**src/summed_area_table_macros.svh**
```systemverilog
// assertion macros shared by the summed-area table rtl
// no dependencies; included by files that carry concurrent assertions
`ifndef SUMMED_AREA_TABLE_MACROS_SVH
`define SUMMED_AREA_TABLE_MACROS_SVH

// consequent must hold in the same cycle as the antecedent
`define SAT_ASSERT_SAME(label, clk, rst_n, ante, cons, msg) \
    label: assert property (@(posedge clk) disable iff (!rst_n) (ante) |-> (cons)) \
        else $error(msg);

// consequent must hold in the cycle after the antecedent
`define SAT_ASSERT_NEXT(label, clk, rst_n, ante, cons, msg) \
    label: assert property (@(posedge clk) disable iff (!rst_n) (ante) |=> (cons)) \
        else $error(msg);

`endif

```
**src/sat_pkg.sv**
```systemverilog
// shared types and constants of the summed-area table
// no dependencies; imported by every module of the block but sat_ram
package sat_pkg;

    // line store geometry
    localparam int MAX_WIDTH = 4096;
    localparam int COL_W     = (MAX_WIDTH > 2) ? $clog2(MAX_WIDTH) : 1;

    // configuration register fields
    localparam int CFG_W       = 13;
    localparam int H_MAX       = 4096;
    localparam int ROW_W       = $clog2(H_MAX);
    localparam int HCNT_W      = ROW_W + 1;
    localparam int WCNT_W      = (CFG_W > COL_W + 1) ? CFG_W : COL_W + 1;
    localparam int FW_RESET    = 640;
    localparam int FH_RESET    = 480;
    localparam int CFG_IDX_W   = 1;

    // channel arithmetic
    localparam int NUM_CH = 4;
    localparam int PIX_W  = 8;
    localparam int SUM_W  = 32;

    // queue depths
    localparam int QUEUE_DEPTH = 4;
    localparam int OUT_DEPTH   = 4;

    typedef logic [CFG_IDX_W-1:0] t_cfg_idx;
    localparam t_cfg_idx REG_FRAME_WIDTH  = t_cfg_idx'(0);
    localparam t_cfg_idx REG_FRAME_HEIGHT = t_cfg_idx'(1);

    typedef struct packed {
        logic [PIX_W-1:0] red;
        logic [PIX_W-1:0] green;
        logic [PIX_W-1:0] blue;
        logic [PIX_W-1:0] alpha;
    } t_pixel;

    typedef struct packed {
        logic [SUM_W-1:0] sum_red;
        logic [SUM_W-1:0] sum_green;
        logic [SUM_W-1:0] sum_blue;
        logic [SUM_W-1:0] sum_alpha;
        logic             frame_end;
    } t_result;

    // lane 3 is red, lane 0 is alpha
    typedef logic [NUM_CH-1:0][PIX_W-1:0] t_px_lanes;
    typedef logic [NUM_CH-1:0][SUM_W-1:0] t_sums;

    // classified pixel handed from front to back
    typedef struct packed {
        t_pixel           pixel;
        logic [COL_W-1:0] col;
        logic             forced;
        logic             frame_end;
    } t_work;

endpackage

```
**src/sat_queue.sv**
```systemverilog
// short queue of classified pixels between front and back
// depends on sat_pkg
module sat_queue import sat_pkg::*; (
    input  logic  i_clk,
    input  logic  i_rst_n,
    input  logic  i_wr,
    input  t_work i_wdata,
    output logic  o_full,
    input  logic  i_rd,
    output t_work o_rdata,
    output logic  o_empty
);

    localparam int QA_W = (QUEUE_DEPTH > 2) ? $clog2(QUEUE_DEPTH) : 1;
    localparam int QC_W = $clog2(QUEUE_DEPTH + 1);

    t_work             r_mem [QUEUE_DEPTH];
    logic [QA_W-1:0]   r_wp;
    logic [QA_W-1:0]   r_rp;
    logic [QC_W-1:0]   r_cnt;

    assign o_full  = r_cnt == QC_W'(QUEUE_DEPTH);
    assign o_empty = r_cnt == '0;
    assign o_rdata = r_mem[r_rp];

    // storage
    always_ff @(posedge i_clk) begin
        if (i_wr) begin
            r_mem[r_wp] <= i_wdata;
        end
    end

    // pointers and fill count
    always_ff @(posedge i_clk) begin
        if (!i_rst_n) begin
            r_wp  <= '0;
            r_rp  <= '0;
            r_cnt <= '0;
        end else begin
            if (i_wr) begin
                r_wp <= (r_wp == QA_W'(QUEUE_DEPTH - 1)) ? '0 : r_wp + QA_W'(1);
            end
            if (i_rd) begin
                r_rp <= (r_rp == QA_W'(QUEUE_DEPTH - 1)) ? '0 : r_rp + QA_W'(1);
            end
            if (i_wr && !i_rd) begin
                r_cnt <= r_cnt + QC_W'(1);
            end else if (i_rd && !i_wr) begin
                r_cnt <= r_cnt - QC_W'(1);
            end
        end
    end

endmodule

```
**config.mk**
```make
export PLATFORM = sky130hd
export DESIGN_NAME = sat_queue
export DESIGN_NICKNAME = d
export VERILOG_FILES = /design/src/summed_area_table_macros.svh /design/src/sat_pkg.sv /design/src/sat_queue.sv
export SDC_FILE = /design/constraint.sdc
export NUM_CORES = 1
export LEC_CHECK = 0
export BUFFER_PORTS_ARGS = -buffer_cell sky130_fd_sc_hd__buf_2
export CORE_AREA = 4 4 144 111
export CTS_CLUSTER_DIAMETER = 40
export CTS_CLUSTER_SIZE = 24
export DETAILED_ROUTE_END_ITERATION = 8
export DIE_AREA = 0 0 148 115
export HOLD_SLACK_MARGIN = 0.15
export PLACE_DENSITY = 0.78
export SLEW_MARGIN = 20
export SYNTH_ARGS = -nofsm -noshare
export SYNTH_HDL_FRONTEND = slang
export SYNTH_SLANG_ARGS = --single-unit
```
**constraint.sdc**
```tcl
create_clock -name i_clk -period 2.5 [get_ports i_clk]
set_input_delay 0.125 -clock i_clk [delete_from_list [all_inputs] [get_ports i_clk]]
set_output_delay 0.125 -clock i_clk [all_outputs]
set_load 0.03 [all_outputs]
```
==> run summary <==
Status -> finished clean
Multi-input gate area -> 1330 µm²
Startpoint Class -> flop
Total negative setup slack -> 0 ns
Fin crit share -> 89.2%
Root Driver -> clkbuf_16
Setup Skew -> 0.00991 ns
Post-layout util -> 63.0%
Fin crit period -> 2.23 ns
Clock Latency Late Sink -> 0.43 ns
RSZ-0062 raised after global routing -> no
CP max stage cell -> dfxtp_4
Seq/Total Area, Yosys -> 79.7%
Hold Violations, Final -> 0
Initial core utilization -> 49.5%
FF+latch area -> 5710 µm²
EDFF count, synth -> 184
Grt ovf -> 0
Final slew viol count -> 0
Critical Path Max Stage Delay -> 0.60 ns
Critical path endpoint category -> primary output
DRT iter0 DRCs -> 231
H-tree levels -> 4
WL final -> 12.6 mm
First-pass GRT wire length -> 20.2 mm
Maximum vdd drop -> 0.575 mV
Die W -> 148 µm
Synth Instances -> 284
Largest net degree at the start of global routing -> 47
Mux contribution to synthesized area -> 15.3%
Area after DPL -> 7940 µm²
Final setup viols -> 0
Synth Area in XOR/XNOR -> 0.245%
Worst-Margin Slew -> 0.518 ns
Post-layout nets -> 506
Vias -> 3382
Synth top cells by count -> edfxtp_1 (184), mux4_2 (40), dfxtp_1 (9)
Vias per cell -> 5.11
Die Area -> 17000 µm²
Routed WL per cell -> 19.1 µm
Crit-path max FO -> 20
Hold Slack -> 0.445 ns
Placer's final routability congestion estimate -> 0.735
WP data required -> 2.38 ns
Postcts setup bufs -> 0
HPWL after DPL -> 7.56 mm
Worst setup path class -> flop to primary output
IO Pins -> 98
Bufs on Longest Clock Path -> 2
Post-synthesis simple-gate area fraction -> 1.26%
Ys async rst share -> 0%
Post-route ant nets -> 0
Pwr dens -> 838 nW/µm²
Core area -> 14500 µm²
Post-synth top area cell -> edfxtp_1
Post-Syn Area -> 7160 µm²
ANT cells -> 0
Clock slew at reported path FFs -> 0.07 ns
Pre-antenna DRT Iters -> 4
Layout area overhead -> 27.2%
Yosys reg bits -> 193
Post-CTS Hold Buffers -> 49
# DRC -> 0
Vias in the first global route -> 3701
Number of placement rows -> 38
Die Y -> 115 µm
Prevailing post-synth register cell -> edfxtp_1
Bufs and invs on worst path -> 2
Max-cap viol count -> 0
Num CTS Buffers -> 17
Synth area leaders -> edfxtp_1 (77%), mux4_2 (13%), dfxtp_1 (2.5%), mux4_1 (2.2%), buf_12 (1.1%)
Count leader, synth -> edfxtp_1
Synth Area in Compound Gates -> 0.280%
Final instance area -> 9100 µm²
Port bufs -> 97
Cts repair resizes -> 0
Mapped Nets -> 341
Clk sinks -> 193
Antenna violations before repair -> 0
Syn avg cell area -> 25.2 µm²
Crit path max-delay family -> flip-flops
Yosys top cell area share -> 77.2%
Worst min path class -> input pin to flop
Critical-path cell list -> buf_4, mux4_2, buf_2
Fillers -> 998
F_max -> 448 MHz
Largest family of logic cells by synthesized area -> multiplexers
Layout cells sized above 1 -> 39.6%
LEAKAGE -> 3.16 nW
Adder-cell share of the synthesized area -> 1.33%
GRT Util Overall -> 16.0%
CTS tree -> done
Syn. warnings -> 0
Distinct cells, synth -> 23
CP arrival -> 2.11 ns
Rel. slew slack -> 65.5%
==> sequential cells by signal, summed over array words and instances (netlist names), named ones only <==
register / cells
r_rp: 2
r_cnt: 3
r_wp: 2
r_mem: 184
==> layout by cell type, fill, tap and decap left out, types with 5 or more instances in the layout <==
master	Yosys	layout
bufinv_16	0	6
nor2b_1	5	5
edfxtp_1	184	184
mux4_2	40	40
dlygate4sd3_1	0	49
dfxtp_1	9	7
ha_1	6	6
buf_2	4	97
buf_12	4	6
mux4_1	6	6
clkbuf_16	0	17
==> kinds of logic after synthesis <==
logic type,count (synthesis)
xor gates and xnor gates,2
DFF,193
buffers and inverters,14
adders and majority gates,7
AOI/OAI and AO/OA,3
muxes,50
and+or+nand+nor,15
==> path summary, 6_finish.rpt <==
kind | slack, ns | end | cells past startpoint | from
hold reg to reg | 0.52 | r_cnt[2] | 2 | r_cnt[2]
setup reg to reg | 0.84 | r_mem[3][44] | 3 | r_wp[0]
setup / recovery | 0.27 | o_rdata[2] | 3 | flop
hold / removal | 0.44 | r_mem[3][0] | 2 | i_wdata[0]
==> area by class of cell <==
class	count	area share [%]
inverter	4	0.165
clock buffer	20	4.91
sequential	193	62.7
timing repair buffer	156	12.4
multi-input combinational	77	14.6
clock inverter	12	2.50
tap	200	2.75
==> through the flow <==
step	power [mW]	worst slack, ns	instances
floorplan	4.35	0.439	284
global placement	4.59	0.689	581
detailed placement	4.61	0.686	581
CTS	7.70	0.215	662
global route	7.93	0.134	662
finish	7.63	0.270	662
==> report_power, final <==
part	switching, mW	total (mW)	internal [mW]
Clock	1.12	3.04	1.91
Sequential	0.0641	3.76	3.70
Combinational	0.483	0.830	0.346
Total	1.67	7.63	5.96
==> metal layers <==
metal	wire length, µm	share of wire (%)	GRT usage, %
met1	5270	42	20.2
met2	6390	51	26.2
met3	845	6.7	5.91
met4	142	1.1	5.23
met5	0	0	0
Power figures use the tool's default switching activity.
