--- src/summed_area_table_macros.svh ---
// assertion macros shared by the summed-area table rtl
// no dependencies; included by files that carry concurrent assertions
`ifndef SUMMED_AREA_TABLE_MACROS_SVH
`define SUMMED_AREA_TABLE_MACROS_SVH

// consequent must hold in the same cycle as the antecedent
`define SAT_ASSERT_SAME(label, clk, rst_n, ante, cons, msg) \
    label: assert property (@(posedge clk) disable iff (!rst_n) (ante) |-> (cons)) \
        else $error(msg);

// consequent must hold in the cycle after the antecedent
`define SAT_ASSERT_NEXT(label, clk, rst_n, ante, cons, msg) \
    label: assert property (@(posedge clk) disable iff (!rst_n) (ante) |=> (cons)) \
        else $error(msg);

`endif

--- src/sat_pkg.sv ---
// shared types and constants of the summed-area table
// no dependencies; imported by every module of the block but sat_ram
package sat_pkg;

    // line store geometry
    localparam int MAX_WIDTH = 4096;
    localparam int COL_W     = (MAX_WIDTH > 2) ? $clog2(MAX_WIDTH) : 1;

    // configuration register fields
    localparam int CFG_W       = 13;
    localparam int H_MAX       = 4096;
    localparam int ROW_W       = $clog2(H_MAX);
    localparam int HCNT_W      = ROW_W + 1;
    localparam int WCNT_W      = (CFG_W > COL_W + 1) ? CFG_W : COL_W + 1;
    localparam int FW_RESET    = 640;
    localparam int FH_RESET    = 480;
    localparam int CFG_IDX_W   = 1;

    // channel arithmetic
    localparam int NUM_CH = 4;
    localparam int PIX_W  = 8;
    localparam int SUM_W  = 32;

    // queue depths
    localparam int QUEUE_DEPTH = 4;
    localparam int OUT_DEPTH   = 4;

    typedef logic [CFG_IDX_W-1:0] t_cfg_idx;
    localparam t_cfg_idx REG_FRAME_WIDTH  = t_cfg_idx'(0);
    localparam t_cfg_idx REG_FRAME_HEIGHT = t_cfg_idx'(1);

    typedef struct packed {
        logic [PIX_W-1:0] red;
        logic [PIX_W-1:0] green;
        logic [PIX_W-1:0] blue;
        logic [PIX_W-1:0] alpha;
    } t_pixel;

    typedef struct packed {
        logic [SUM_W-1:0] sum_red;
        logic [SUM_W-1:0] sum_green;
        logic [SUM_W-1:0] sum_blue;
        logic [SUM_W-1:0] sum_alpha;
        logic             frame_end;
    } t_result;

    // lane 3 is red, lane 0 is alpha
    typedef logic [NUM_CH-1:0][PIX_W-1:0] t_px_lanes;
    typedef logic [NUM_CH-1:0][SUM_W-1:0] t_sums;

    // classified pixel handed from front to back
    typedef struct packed {
        t_pixel           pixel;
        logic [COL_W-1:0] col;
        logic             forced;
        logic             frame_end;
    } t_work;

endpackage

--- src/sat_front.sv ---
// front end: geometry registers, row/column tracking and pixel classification
// depends on sat_pkg and summed_area_table_macros.svh
`include "summed_area_table_macros.svh"

module sat_front import sat_pkg::*; (
    input  logic             i_clk,
    input  logic             i_rst_n,
    input  logic             i_cfg_valid,
    output logic             o_cfg_ready,
    input  t_cfg_idx         i_cfg_index,
    input  logic [CFG_W-1:0] i_cfg_data,
    input  logic             i_accept,
    input  t_pixel           i_pixel,
    output t_work            o_work
);

    logic [CFG_W-1:0]  r_fw;
    logic [CFG_W-1:0]  r_fh;
    logic [COL_W-1:0]  r_col;
    logic [ROW_W-1:0]  r_row;
    logic [COL_W-1:0]  n_col;
    logic [ROW_W-1:0]  n_row;

    logic [WCNT_W-1:0] w;
    logic [HCNT_W-1:0] h;
    logic [WCNT_W-1:0] fw_ext;
    logic [HCNT_W-1:0] fh_ext;
    logic [WCNT_W-1:0] col_ext;
    logic [HCNT_W-1:0] row_ext;
    logic [HCNT_W-1:0] row_inc;
    logic              col_wrap;
    logic [COL_W-1:0]  col;
    logic [ROW_W-1:0]  row;

    assign o_cfg_ready = 1'b1;

    // saturate geometry to the supported range
    always_comb begin
        fw_ext = WCNT_W'(r_fw);
        fh_ext = HCNT_W'(r_fh);
        if (fw_ext < WCNT_W'(2)) begin
            w = WCNT_W'(2);
        end else if (fw_ext > WCNT_W'(MAX_WIDTH)) begin
            w = WCNT_W'(MAX_WIDTH);
        end else begin
            w = fw_ext;
        end
        if (fh_ext < HCNT_W'(2)) begin
            h = HCNT_W'(2);
        end else if (fh_ext > HCNT_W'(H_MAX)) begin
            h = HCNT_W'(H_MAX);
        end else begin
            h = fh_ext;
        end
    end

    // position of this pixel, with wrap for a shrunk geometry
    always_comb begin
        col_wrap = WCNT_W'(r_col) >= w;
        col      = col_wrap ? '0 : r_col;
        row_inc  = col_wrap ? HCNT_W'(r_row) + HCNT_W'(1) : HCNT_W'(r_row);
        row      = (row_inc >= h) ? '0 : row_inc[ROW_W-1:0];
        col_ext  = WCNT_W'(col);
        row_ext  = HCNT_W'(row);
    end

    // position of the following pixel
    always_comb begin
        if (col_ext + WCNT_W'(1) >= w) begin
            n_col = '0;
            n_row = (row_ext + HCNT_W'(1) >= h) ? '0 : ROW_W'(row_ext + HCNT_W'(1));
        end else begin
            n_col = COL_W'(col_ext + WCNT_W'(1));
            n_row = row;
        end
    end

    // classified transaction for the back end
    always_comb begin
        o_work.pixel     = i_pixel;
        o_work.col       = col;
        o_work.forced    = (row == '0) || (col == '0);
        o_work.frame_end = (row_ext == h - HCNT_W'(1)) && (col_ext == w - WCNT_W'(1));
    end

    // geometry registers and position counters
    always_ff @(posedge i_clk) begin
        if (!i_rst_n) begin
            r_fw  <= CFG_W'(FW_RESET);
            r_fh  <= CFG_W'(FH_RESET);
            r_col <= '0;
            r_row <= '0;
        end else begin
            if (i_cfg_valid) begin
                unique case (i_cfg_index)
                    REG_FRAME_WIDTH:  r_fw <= i_cfg_data;
                    REG_FRAME_HEIGHT: r_fh <= i_cfg_data;
                endcase
            end
            if (i_accept) begin
                r_col <= n_col;
                r_row <= n_row;
            end
        end
    end

    // assertions
    `SAT_ASSERT_NEXT(a_frame_restart, i_clk, i_rst_n, i_accept && o_work.frame_end, r_col == '0 && r_row == '0, "frame end not followed by frame start")
    `SAT_ASSERT_SAME(a_col_in_range, i_clk, i_rst_n, i_accept, col_ext < w, "classified column outside row")

endmodule

--- config.mk ---
export PLATFORM = sky130hd
export DESIGN_NAME = sat_front
export DESIGN_NICKNAME = d
export VERILOG_FILES = /design/src/sat_pkg.sv /design/src/sat_front.sv
export VERILOG_INCLUDE_DIRS = /design/src /design/src/src
export SDC_FILE = /design/constraint.sdc
export NUM_CORES = 1
export LEC_CHECK = 0
export ABC_CLOCK_PERIOD_IN_PS = 8100
export BUFFER_PORTS_ARGS = -buffer_cell sky130_fd_sc_hd__buf_2
export CAP_MARGIN = 10
export CORE_UTILIZATION = 35
export CTS_CLUSTER_SIZE = 25
export DETAILED_ROUTE_END_ITERATION = 8
export SETUP_SLACK_MARGIN = 0.05
export SYNTH_ARGS = -nofsm -noshare
export SYNTH_HDL_FRONTEND = slang
export SYNTH_SLANG_ARGS = --single-unit
--- constraint.sdc ---
create_clock -name i_clk -period 8.1 [get_ports i_clk]
set_input_delay 1.62 -clock i_clk [delete_from_list [all_inputs] [get_ports i_clk]]
set_output_delay 1.62 -clock i_clk [all_outputs]
set_load 0.1 [all_outputs]
==> results of run 1 <==
-- state kept, by name, indices dropped and copies added, names as in the netlist --
name and count:
fh_ext 13, fw_ext 13, r_col 12, r_row 12
-- where the power goes --
part | internal [mW] | total [mW] | switching [mW]
combinational | 0.0933 | 0.251 | 0.158
sequential | 0.256 | 0.272 | 0.0165
clock | 0.148 | 0.257 | 0.109
-- timing repair --
item,CTS,global route
buffers inserted,1,4
gates resized for setup,4,18
hold buffers,0,0
pin swaps,1,7
hold endpoints to repair,0,0
setup endpoints to repair,1,1
-- kinds of logic after synthesis --
kind of cell | share of synthesized area [%]
AND/OR/NAND/NOR | 29.5
AO/OA/AOI/OAI | 23.0
buffers and inverters | 8.73
adder cells (fa/ha/maj) | 12.7
flip-flops | 17.5
XOR/XNOR | 7.05
multiplexers | 1.44
other | 0.0656
-- area by class of cell --
class	instances	share of cell area, %
clock buffer	5	2.00
clock inverter	3	0.760
inverter	32	1.98
multi-input combinational	634	69.8
sequential	50	16.0
tap	216	4.32
timing repair buffer	51	5.12
-- placed cells by master (no fill, tap or decap), types with 6 or more instances in the layout --
master	synthesis	layout
buf_4	33	20
inv_1	31	30
o21ai_0	34	30
a21boi_0	24	24
a31oi_1	14	14
a21oi_1	30	29
a21o_1	9	9
nor4_1	14	13
buf_2	3	30
nand2_1	123	122
dfxtp_1	50	50
and3_1	12	12
nor3_1	18	18
a211oi_1	6	6
nand4_1	13	13
o211ai_1	6	6
xor2_1	6	6
xnor2_1	40	37
nor2b_1	24	23
nand3_1	33	33
ha_1	58	58
mux2i_1	6	6
nand2b_1	10	10
and2_1	12	11
nor2_1	43	42
-- worst max-delay path, stage by stage, from the launching register on --
cell and delay (ns):
dfxtp_1 0.31, or4_1 0.59, nor4_2 0.22, o21ai_1 0.16, ha_1 0.35, buf_4 0.15, a41oi_4 0.24, a21boi_4 0.14
o311ai_1 0.41, xnor2_1 0.24, ha_1 0.31, a21o_1 0.16, a221oi_1 0.26, o21ai_1 0.12, a21o_1 0.18, nor2_1 0.14
ha_1 0.16, nand2_1 0.05, a221o_1 0.26, a31oi_1 0.14, nand2_1 0.09, a2111oi_2 0.28, nand4_1 0.16, a2111oi_2 0.28
o2111a_2 0.29, buf_12 0.17
-- metrics by stage --
step	setup WS, ns	total power [mW]	utilization (%)	hold WS (ns)	cell area [sq um]
after floorplan	0.0399	0.526	-	0.461	5750
after global placement	0.401	0.516	37.2	0.489	5920
after detailed placement	0.275	0.517	37.2	0.493	5920
after CTS	0.0776	0.779	38.5	0.503	6130
after global routing	0.0355	0.824	39.2	0.533	6260
final	0.308	0.781	39.2	0.499	6260
-- how the worst min path moves through the flow --
stage / startpoint / to / slack, ns / depth (start not counted)
final: fw_ext[8] / fw_ext[8] / 0.50 / 2
after global placement: fh_ext[0] / fh_ext[0] / 0.49 / 2
after global routing: fh_ext[11] / fh_ext[11] / 0.53 / 2
after CTS: fh_ext[0] / fh_ext[0] / 0.50 / 2
after floorplan: fh_ext[0] / fh_ext[0] / 0.46 / 2
after detailed placement: fh_ext[0] / fh_ext[0] / 0.49 / 2
-- routing by layer --
layer	part of all wire [%]	vias up	track usage, %
li1	-	2777	-
met1	48	2560	28.0
met2	44	146	32.3
met3	4.5	27	2.42
met4	2.9	0	8.76
met5	0	-	0
==> flow_summary.json, run 1 <==
{
  "synth_area_leaders": "dfxtp_1 18%, ha_1 13%, nand2_1 8.1%",
  "maxCapViolCount": 0,
  "drt_wl_total_um": 16600,
  "critPathLaunchType": "flip-flop",
  "crit_path_max_fanout": 7,
  "yosysMostFrequentCell": "nand2_1",
  "required_ns": 6.48,
  "slew_violations": 0,
  "cts_buffers": 5,
  "ys_warn_count": 0,
  "dr.pass1.iters": 5,
  "core_sq_um": 15900,
  "final-setup-viol-count": 0,
  "cts-root-buf": "clkbuf_16",
  "die_height_um": 130,
  "htreeDepth": 2,
  "rsz0062_at_grt": "false",
  "io_pins": 97,
  "dpl.cell_count": 978,
  "postSynth.asyncResetShare_pct": 0,
  "netlist.area_leader.share_pct": 17.5,
  "die_area_sq_um": 16900,
  "r2r_start": "fw_ext[2]",
  "multiInputGateArea_sq_um": 4370,
  "peakVddDrop_v": 0.000117,
  "hp-class": "flip-flop to flip-flop",
  "fin_nets": 882,
  "r2r_cells": 32,
  "drt_iter0_drc": 363,
  "grt_first_pass_wirelength_um": 26800,
  "cp.arrival_ns": 6.17,
  "finalHoldViolCount": 0,
  "ant_nets": 0,
  "clkSlewWorstSetupHoldPaths_ns": 0.07,
  "synth-seq-cells": 50,
  "critPathLaunch": "fw_ext[2]",
  "synth_top_area_cell": "dfxtp_1",
  "reg2reg_to": "r_row[11]",
  "vias_per_cell": 5.56,
  "seq_area_sq_um": 1000,
  "syn2layout_area_growth_pct": 9.41,
  "dp_hpwl_um": 13000,
  "seq_area_frac_synth_pct": 17.5,
  "gp_congestion": 0.892,
  "fin_setup_tns_ns": 0,
  "grt_max_degree": 52,
  "ys_top_cells_by_count": "123 x nand2_1, 58 x ha_1, 50 x dfxtp_1",
  "synth_area_sq_um": 5720,
  "cts_tree": "built",
  "stdcell_count": 991,
  "slew_headroom_pct": 44.6,
  "clock_skew_ns": 0.00997,
  "die_w_um": 130,
  "ys.flop_type": "dfxtp_1",
  "synth.avg_cell_area_sq_um": 7.30,
  "worstMarginPinSlew_ns": 0.831,
  "post-route-period-util_pct": 96.2,
  "antenna_found_initial": 0,
  "grt_usage_pct": 20.4,
  "p_leak_nw": 2.56,
  "p_per_area_nw_per_um2": 125,
  "fp-row-count": 46,
  "clock_latency_ns": 0.31,
  "grt.overflow.total": 0,
  "fillers": 1684,
  "synth_edf_count": 0,
  "syn-num-nets": 891,
  "drcViolationCount": 0,
  "antennaDiodeCount": 0,
  "layout_min_cycle_time_ns": 7.79,
  "critPathCaptureType": "primary output",
  "port-buffer-count": 31,
  "vias": 5510,
  "path_class": "flip-flop to primary output",
  "cp-endpoint": "o_work[0]",
  "status": "complete, no violations",
  "drive_above_1_share_pct": 12.9,
  "syn-instance-count": 783,
  "synth_cell_types": 82,
  "max_freq_mhz": 128,
  "clockBufferDepth": 2,
  "clkSinkCount": 50,
  "reg2reg_setup_slack_ns": 0.81,
  "grt_pass1_vias": 5073,
  "start_util_pct": 35.9,
  "wire_per_inst_um": 16.7
}
(Power assumes the default switching activity.)
==> run 2: changes to the inputs <==
Settings changed: CORE_MARGIN from default to 8.
==> flow_summary.json, run 2 (same netlist as run 1, synthesis figures left out) <==
{
  "fin_setup_tns_ns": 0,
  "antennaDiodeCount": 0,
  "antenna_found_initial": 0,
  "drt_wl_total_um": 17200,
  "fp-row-count": 46,
  "hp-class": "flip-flop to flip-flop",
  "die_area_sq_um": 20700,
  "seq_area_sq_um": 1000,
  "met3RoutedLength_um": 884,
  "mostFrequentLayoutCells": "122 x nand2_1, 57 x ha_1, 49 x dfxtp_1",
  "total_power_mw": 0.814,
  "min_to": "fh_ext[0]",
  "clockBufferDepth": 2,
  "min_delay_path_depth": 2,
  "vias_per_cell": 5.55,
  "worstMarginPinSlew_ns": 0.812,
  "drt_iter0_drc": 399,
  "cp.arrival_ns": 6.14,
  "multiInputGateArea_sq_um": 4440,
  "crit_path_max_fanout": 6,
  "grt_max_degree": 52,
  "cts-root-buf": "clkbuf_16",
  "dr_wl_met2_um": 7690,
  "layout_min_cycle_time_ns": 7.76,
  "clkSlewWorstSetupHoldPaths_ns": 0.07,
  "ant_nets": 0,
  "clock_skew_ns": 0.0127,
  "die_w_um": 144,
  "drcViolationCount": 0,
  "core_sq_um": 15900,
  "io_pins": 97,
  "slew_violations": 0,
  "maxCapViolCount": 0,
  "drive_above_1_share_pct": 14.8,
  "clock_latency_ns": 0.32,
  "required_ns": 6.48,
  "final_common_cell": "nand2_1",
  "grt_usage_pct": 16.9,
  "critPathLaunchType": "flip-flop",
  "gp_congestion": 0.928,
  "cts_hold_buffers": 0,
  "grt.overflow.total": 0,
  "status": "complete, no violations",
  "r2r_start": "fw_ext[9]",
  "vias": 5541,
  "slowest_stage": "or4_4",
  "final-setup-viol-count": 0,
  "cts_tree": "built",
  "syn2layout_area_growth_pct": 12.0,
  "wire_per_inst_um": 17.2,
  "top_layer_used": "met4",
  "htreeDepth": 2,
  "peakVddDrop_v": 0.0000990,
  "dp_hpwl_um": 13400,
  "p_per_area_nw_per_um2": 127,
  "drt-met1-wl_um": 8400,
  "critPathCaptureType": "primary output",
  "finalHoldViolCount": 0,
  "max_freq_mhz": 129,
  "rsz0062_at_grt": "false",
  "p_leak_nw": 2.61,
  "post-route-period-util_pct": 95.8,
  "r2r_cells": 34,
  "path_class": "flip-flop to primary output",
  "reg2reg_setup_slack_ns": 0.57,
  "fillers": 1705,
  "die_height_um": 144,
  "hp-start": "fh_ext[0]",
  "start_util_pct": 35.9,
  "fin_nets": 889,
  "grt_first_pass_wirelength_um": 27800,
  "grt_pass1_vias": 5190,
  "cts_buffers": 5,
  "critical-path-max-stage-delay_ns": 0.59,
  "port-buffer-count": 31,
  "clkSinkCount": 50,
  "slew_headroom_pct": 45.9,
  "dr.pass1.iters": 5,
  "reg2reg_to": "r_row[11]"
}
## run 2: through the flow
step	hold slack, ns	worst slack [ns]	cell area [sq um]	instances	util, %
after floorplan	0.461	0.0399	5750	783	-
after global placement	0.486	0.305	5950	981	37.3
after detailed placement	0.490	0.244	5950	981	37.3
after CTS	0.499	0.0566	6220	989	39.0
after global routing	0.541	0.0386	6400	998	40.2
final	0.497	0.342	6400	998	40.2
## run 2: area by class of cell
| class | instances | area share, % |
|---|---|---|
| Clock inverter | 3 | 1.07 |
| Clock buffer | 5 | 1.95 |
| Sequential cell | 50 | 15.6 |
| Timing Repair Buffer | 58 | 5.82 |
| Inverter | 32 | 1.93 |
| Multi-Input combinational cell | 634 | 69.3 |
| Tap cell | 216 | 4.22 |
## run 2: worst max path at each step
stage	start	end	slack, ns	depth (start not counted)
2_1_floorplan	fw_ext[2]	o_work[1]	0.04	15
3_3_place_gp	fw_ext[2]	o_work[0]	0.31	24
3_5_place_dp	fw_ext[2]	o_work[0]	0.24	26
4_1_cts	fw_ext[2]	o_work[0]	0.06	25
5_1_grt	fw_ext[9]	o_work[0]	0.04	26
6_report	fw_ext[9]	o_work[0]	0.34	27
## run 2: power breakdown
group / total [mW] / internal, mW / switching, mW
Combinational: 0.256 / 0.0955 / 0.161
Sequential: 0.273 / 0.256 / 0.0166
Clock: 0.285 / 0.178 / 0.107
## run 2: what timing repair did
item,in CTS,in global routing
buffers inserted,0,9
pin swaps,1,16
hold endpoints to repair,0,0
resized for setup,14,23
setup endpoints to repair,1,10
## run 2: metal layers
layer  vias to the layer above  GRT usage, %
met5                         -             0
met4                         0          4.32
met3                        13          2.59
met2                       158          26.7
met1                      2573          23.5
li1                       2797             -
## run 2: critical path: cells and delay by family (launching register included)
family                   cells  cell delay (ns)
AND/OR/NAND/NOR              7             1.53
adder cells (fa/ha/maj)      3             0.75
XOR/XNOR                     1             0.25
AO/OA/AOI/OAI               13             2.39
flip-flops                   1             0.35
buffers and inverters        3             0.54
==> run 3: changes to the inputs <==
Settings changed: ABC_CLOCK_PERIOD_IN_PS 8100 to 6950, REMOVE_ABC_BUFFERS from default to 1.
Clock period 8.1 ns to 6.95 ns, I/O delays scaled along.
==> flow_summary.json, run 3 (same netlist as run 1, synthesis figures left out) <==
{
  "status": "finished, violations left",
  "violations": "setup timing",
  "gp_congestion": 0.938,
  "path_class": "flip-flop to primary output",
  "p_leak_nw": 2.93,
  "htreeDepth": 2,
  "cp.arrival_ns": 5.97,
  "start_util_pct": 35.9,
  "required_ns": 5.56,
  "drt_iter0_drc": 420,
  "dpl.cell_count": 1046,
  "cts_buffers": 5,
  "antenna_found_initial": 0,
  "grt_usage_pct": 18.9,
  "p_per_area_nw_per_um2": 135,
  "final_common_cell": "nand2_1",
  "dp_hpwl_um": 15200,
  "met3RoutedLength_um": 1290,
  "stdcell_area_sq_um": 6790,
  "fin_nets": 954,
  "finalHoldViolCount": 0,
  "post-route-period-util_pct": 106,
  "drcViolationCount": 0,
  "die_area_sq_um": 20700,
  "syn2layout_area_growth_pct": 18.7,
  "die_w_um": 144,
  "fin_util_pct": 42.6,
  "r2r_start": "fw_ext[9]",
  "slew_violations": 0,
  "clockBufferDepth": 2,
  "vias_per_cell": 5.59,
  "fin_setup_tns_ns": -0.407,
  "maxCapViolCount": 0,
  "die_height_um": 144,
  "stdcell_count": 1063,
  "grt_max_degree": 52,
  "fp-row-count": 46,
  "cts-root-buf": "clkbuf_16",
  "max_freq_mhz": 136,
  "cts_tree": "built",
  "clkSinkCount": 50,
  "grt_pass1_vias": 5674,
  "grt_first_pass_wirelength_um": 30700,
  "dr.pass1.iters": 5,
  "cts_hold_buffers": 0,
  "clock_latency_ns": 0.32,
  "fin_ws_ns": -0.407,
  "dr_wl_met2_um": 8780,
  "wire_per_inst_um": 18.4,
  "slew_headroom_pct": 47.7,
  "ant_nets": 0,
  "final-setup-viol-count": 1,
  "peakVddDrop_v": 0.000124,
  "worstMarginPinSlew_ns": 0.784,
  "drive_above_1_share_pct": 20.8,
  "vias": 5937,
  "mostFrequentLayoutCells": "123 x nand2_1, 91 x buf_4, 58 x ha_1",
  "hp-class": "flip-flop to flip-flop",
  "critPathLaunchType": "flip-flop",
  "layout_min_cycle_time_ns": 7.36,
  "hp-start": "fw_ext[0]",
  "drt_wl_total_um": 19500,
  "placed_area_sq_um": 6430,
  "drt-met1-wl_um": 9160,
  "top_layer_used": "met4",
  "crit_path_max_fanout": 4,
  "antennaDiodeCount": 0,
  "critPathLaunch": "fw_ext[9]",
  "critPathCaptureType": "primary output",
  "dp_slack_ns": -0.353,
  "clock_skew_ns": 0.0181,
  "rsz0062_at_grt": "true",
  "core_sq_um": 15900,
  "io_pins": 97,
  "clkSlewWorstSetupHoldPaths_ns": 0.08,
  "grt.overflow.total": 0,
  "port-buffer-count": 31
}
-- run 3: cell type report --
| class | count | area, sq um |
|---|---|---|
| clock buffer | 5 | 125 |
| clock inverter | 3 | 27.5 |
| fill | 1650 | 9160 |
| inverter | 32 | 120 |
| multi-input combinational | 634 | 4350 |
| sequential | 50 | 1000 |
| tap | 216 | 270 |
| timing repair buffer | 123 | 888 |
-- run 3: worst max-delay path, cell delays in order (launching register included) --
cell       delay [ns]
dfxtp_1          0.31
or4_4            0.56
nor2_2           0.12
nand2_1          0.07
o21ai_1          0.15
inv_1            0.09
ha_1             0.29
a41oi_2          0.25
a21boi_2         0.15
o311ai_2         0.36
xnor2_1          0.24
ha_1             0.31
a21o_1           0.18
a221oi_2         0.26
o21ai_2          0.10
a21o_1           0.18
nor2_2           0.10
ha_1             0.16
nand2_1          0.06
a221o_1          0.26
a31oi_1          0.15
nand2_1          0.09
a2111oi_2        0.21
nand4_1          0.17
a2111oi_2        0.36
o2111a_1         0.30
buf_12           0.19
-- run 3: metal layers --
layer  track usage, %  up-vias
met5             1.31        -
met4             4.70        0
met1             25.1     2801
li1                 -     2919
met2             30.1      190
met3             4.15       27
-- run 3: power by group --
group          switching, mW  internal (mW)  leakage [nW]  total (mW)
combinational          0.195          0.135          2.45       0.331
clock                  0.135          0.138        0.0723       0.273
sequential            0.0165          0.298         0.408       0.315
total                  0.347          0.571          2.93       0.918
-- run 3: repair_timing --
action	CTS	global route
resized for setup	20	14
endpoints found under the setup margin	13	14
pin swaps	18	10
setup buffers	7	2
-- run 3: metrics by stage --
| step | total power, mW | hold slack, ns |
|---|---|---|
| after floorplan | 0.513 | 0.461 |
| after global placement | 0.631 | 0.484 |
| after detailed placement | 0.632 | 0.492 |
| after CTS | 0.917 | 0.503 |
| after global routing | 0.966 | 0.539 |
| final | 0.918 | 0.500 |
-- run 3: path summary, 6_finish.rpt --
check              end  slack [ns]  cells past startpoint
max reg2reg   r_row[2]        0.22                     33
min          fw_ext[0]        0.50                      2
max          o_work[0]       -0.41                     26
min reg2reg  fw_ext[0]        0.50                      2
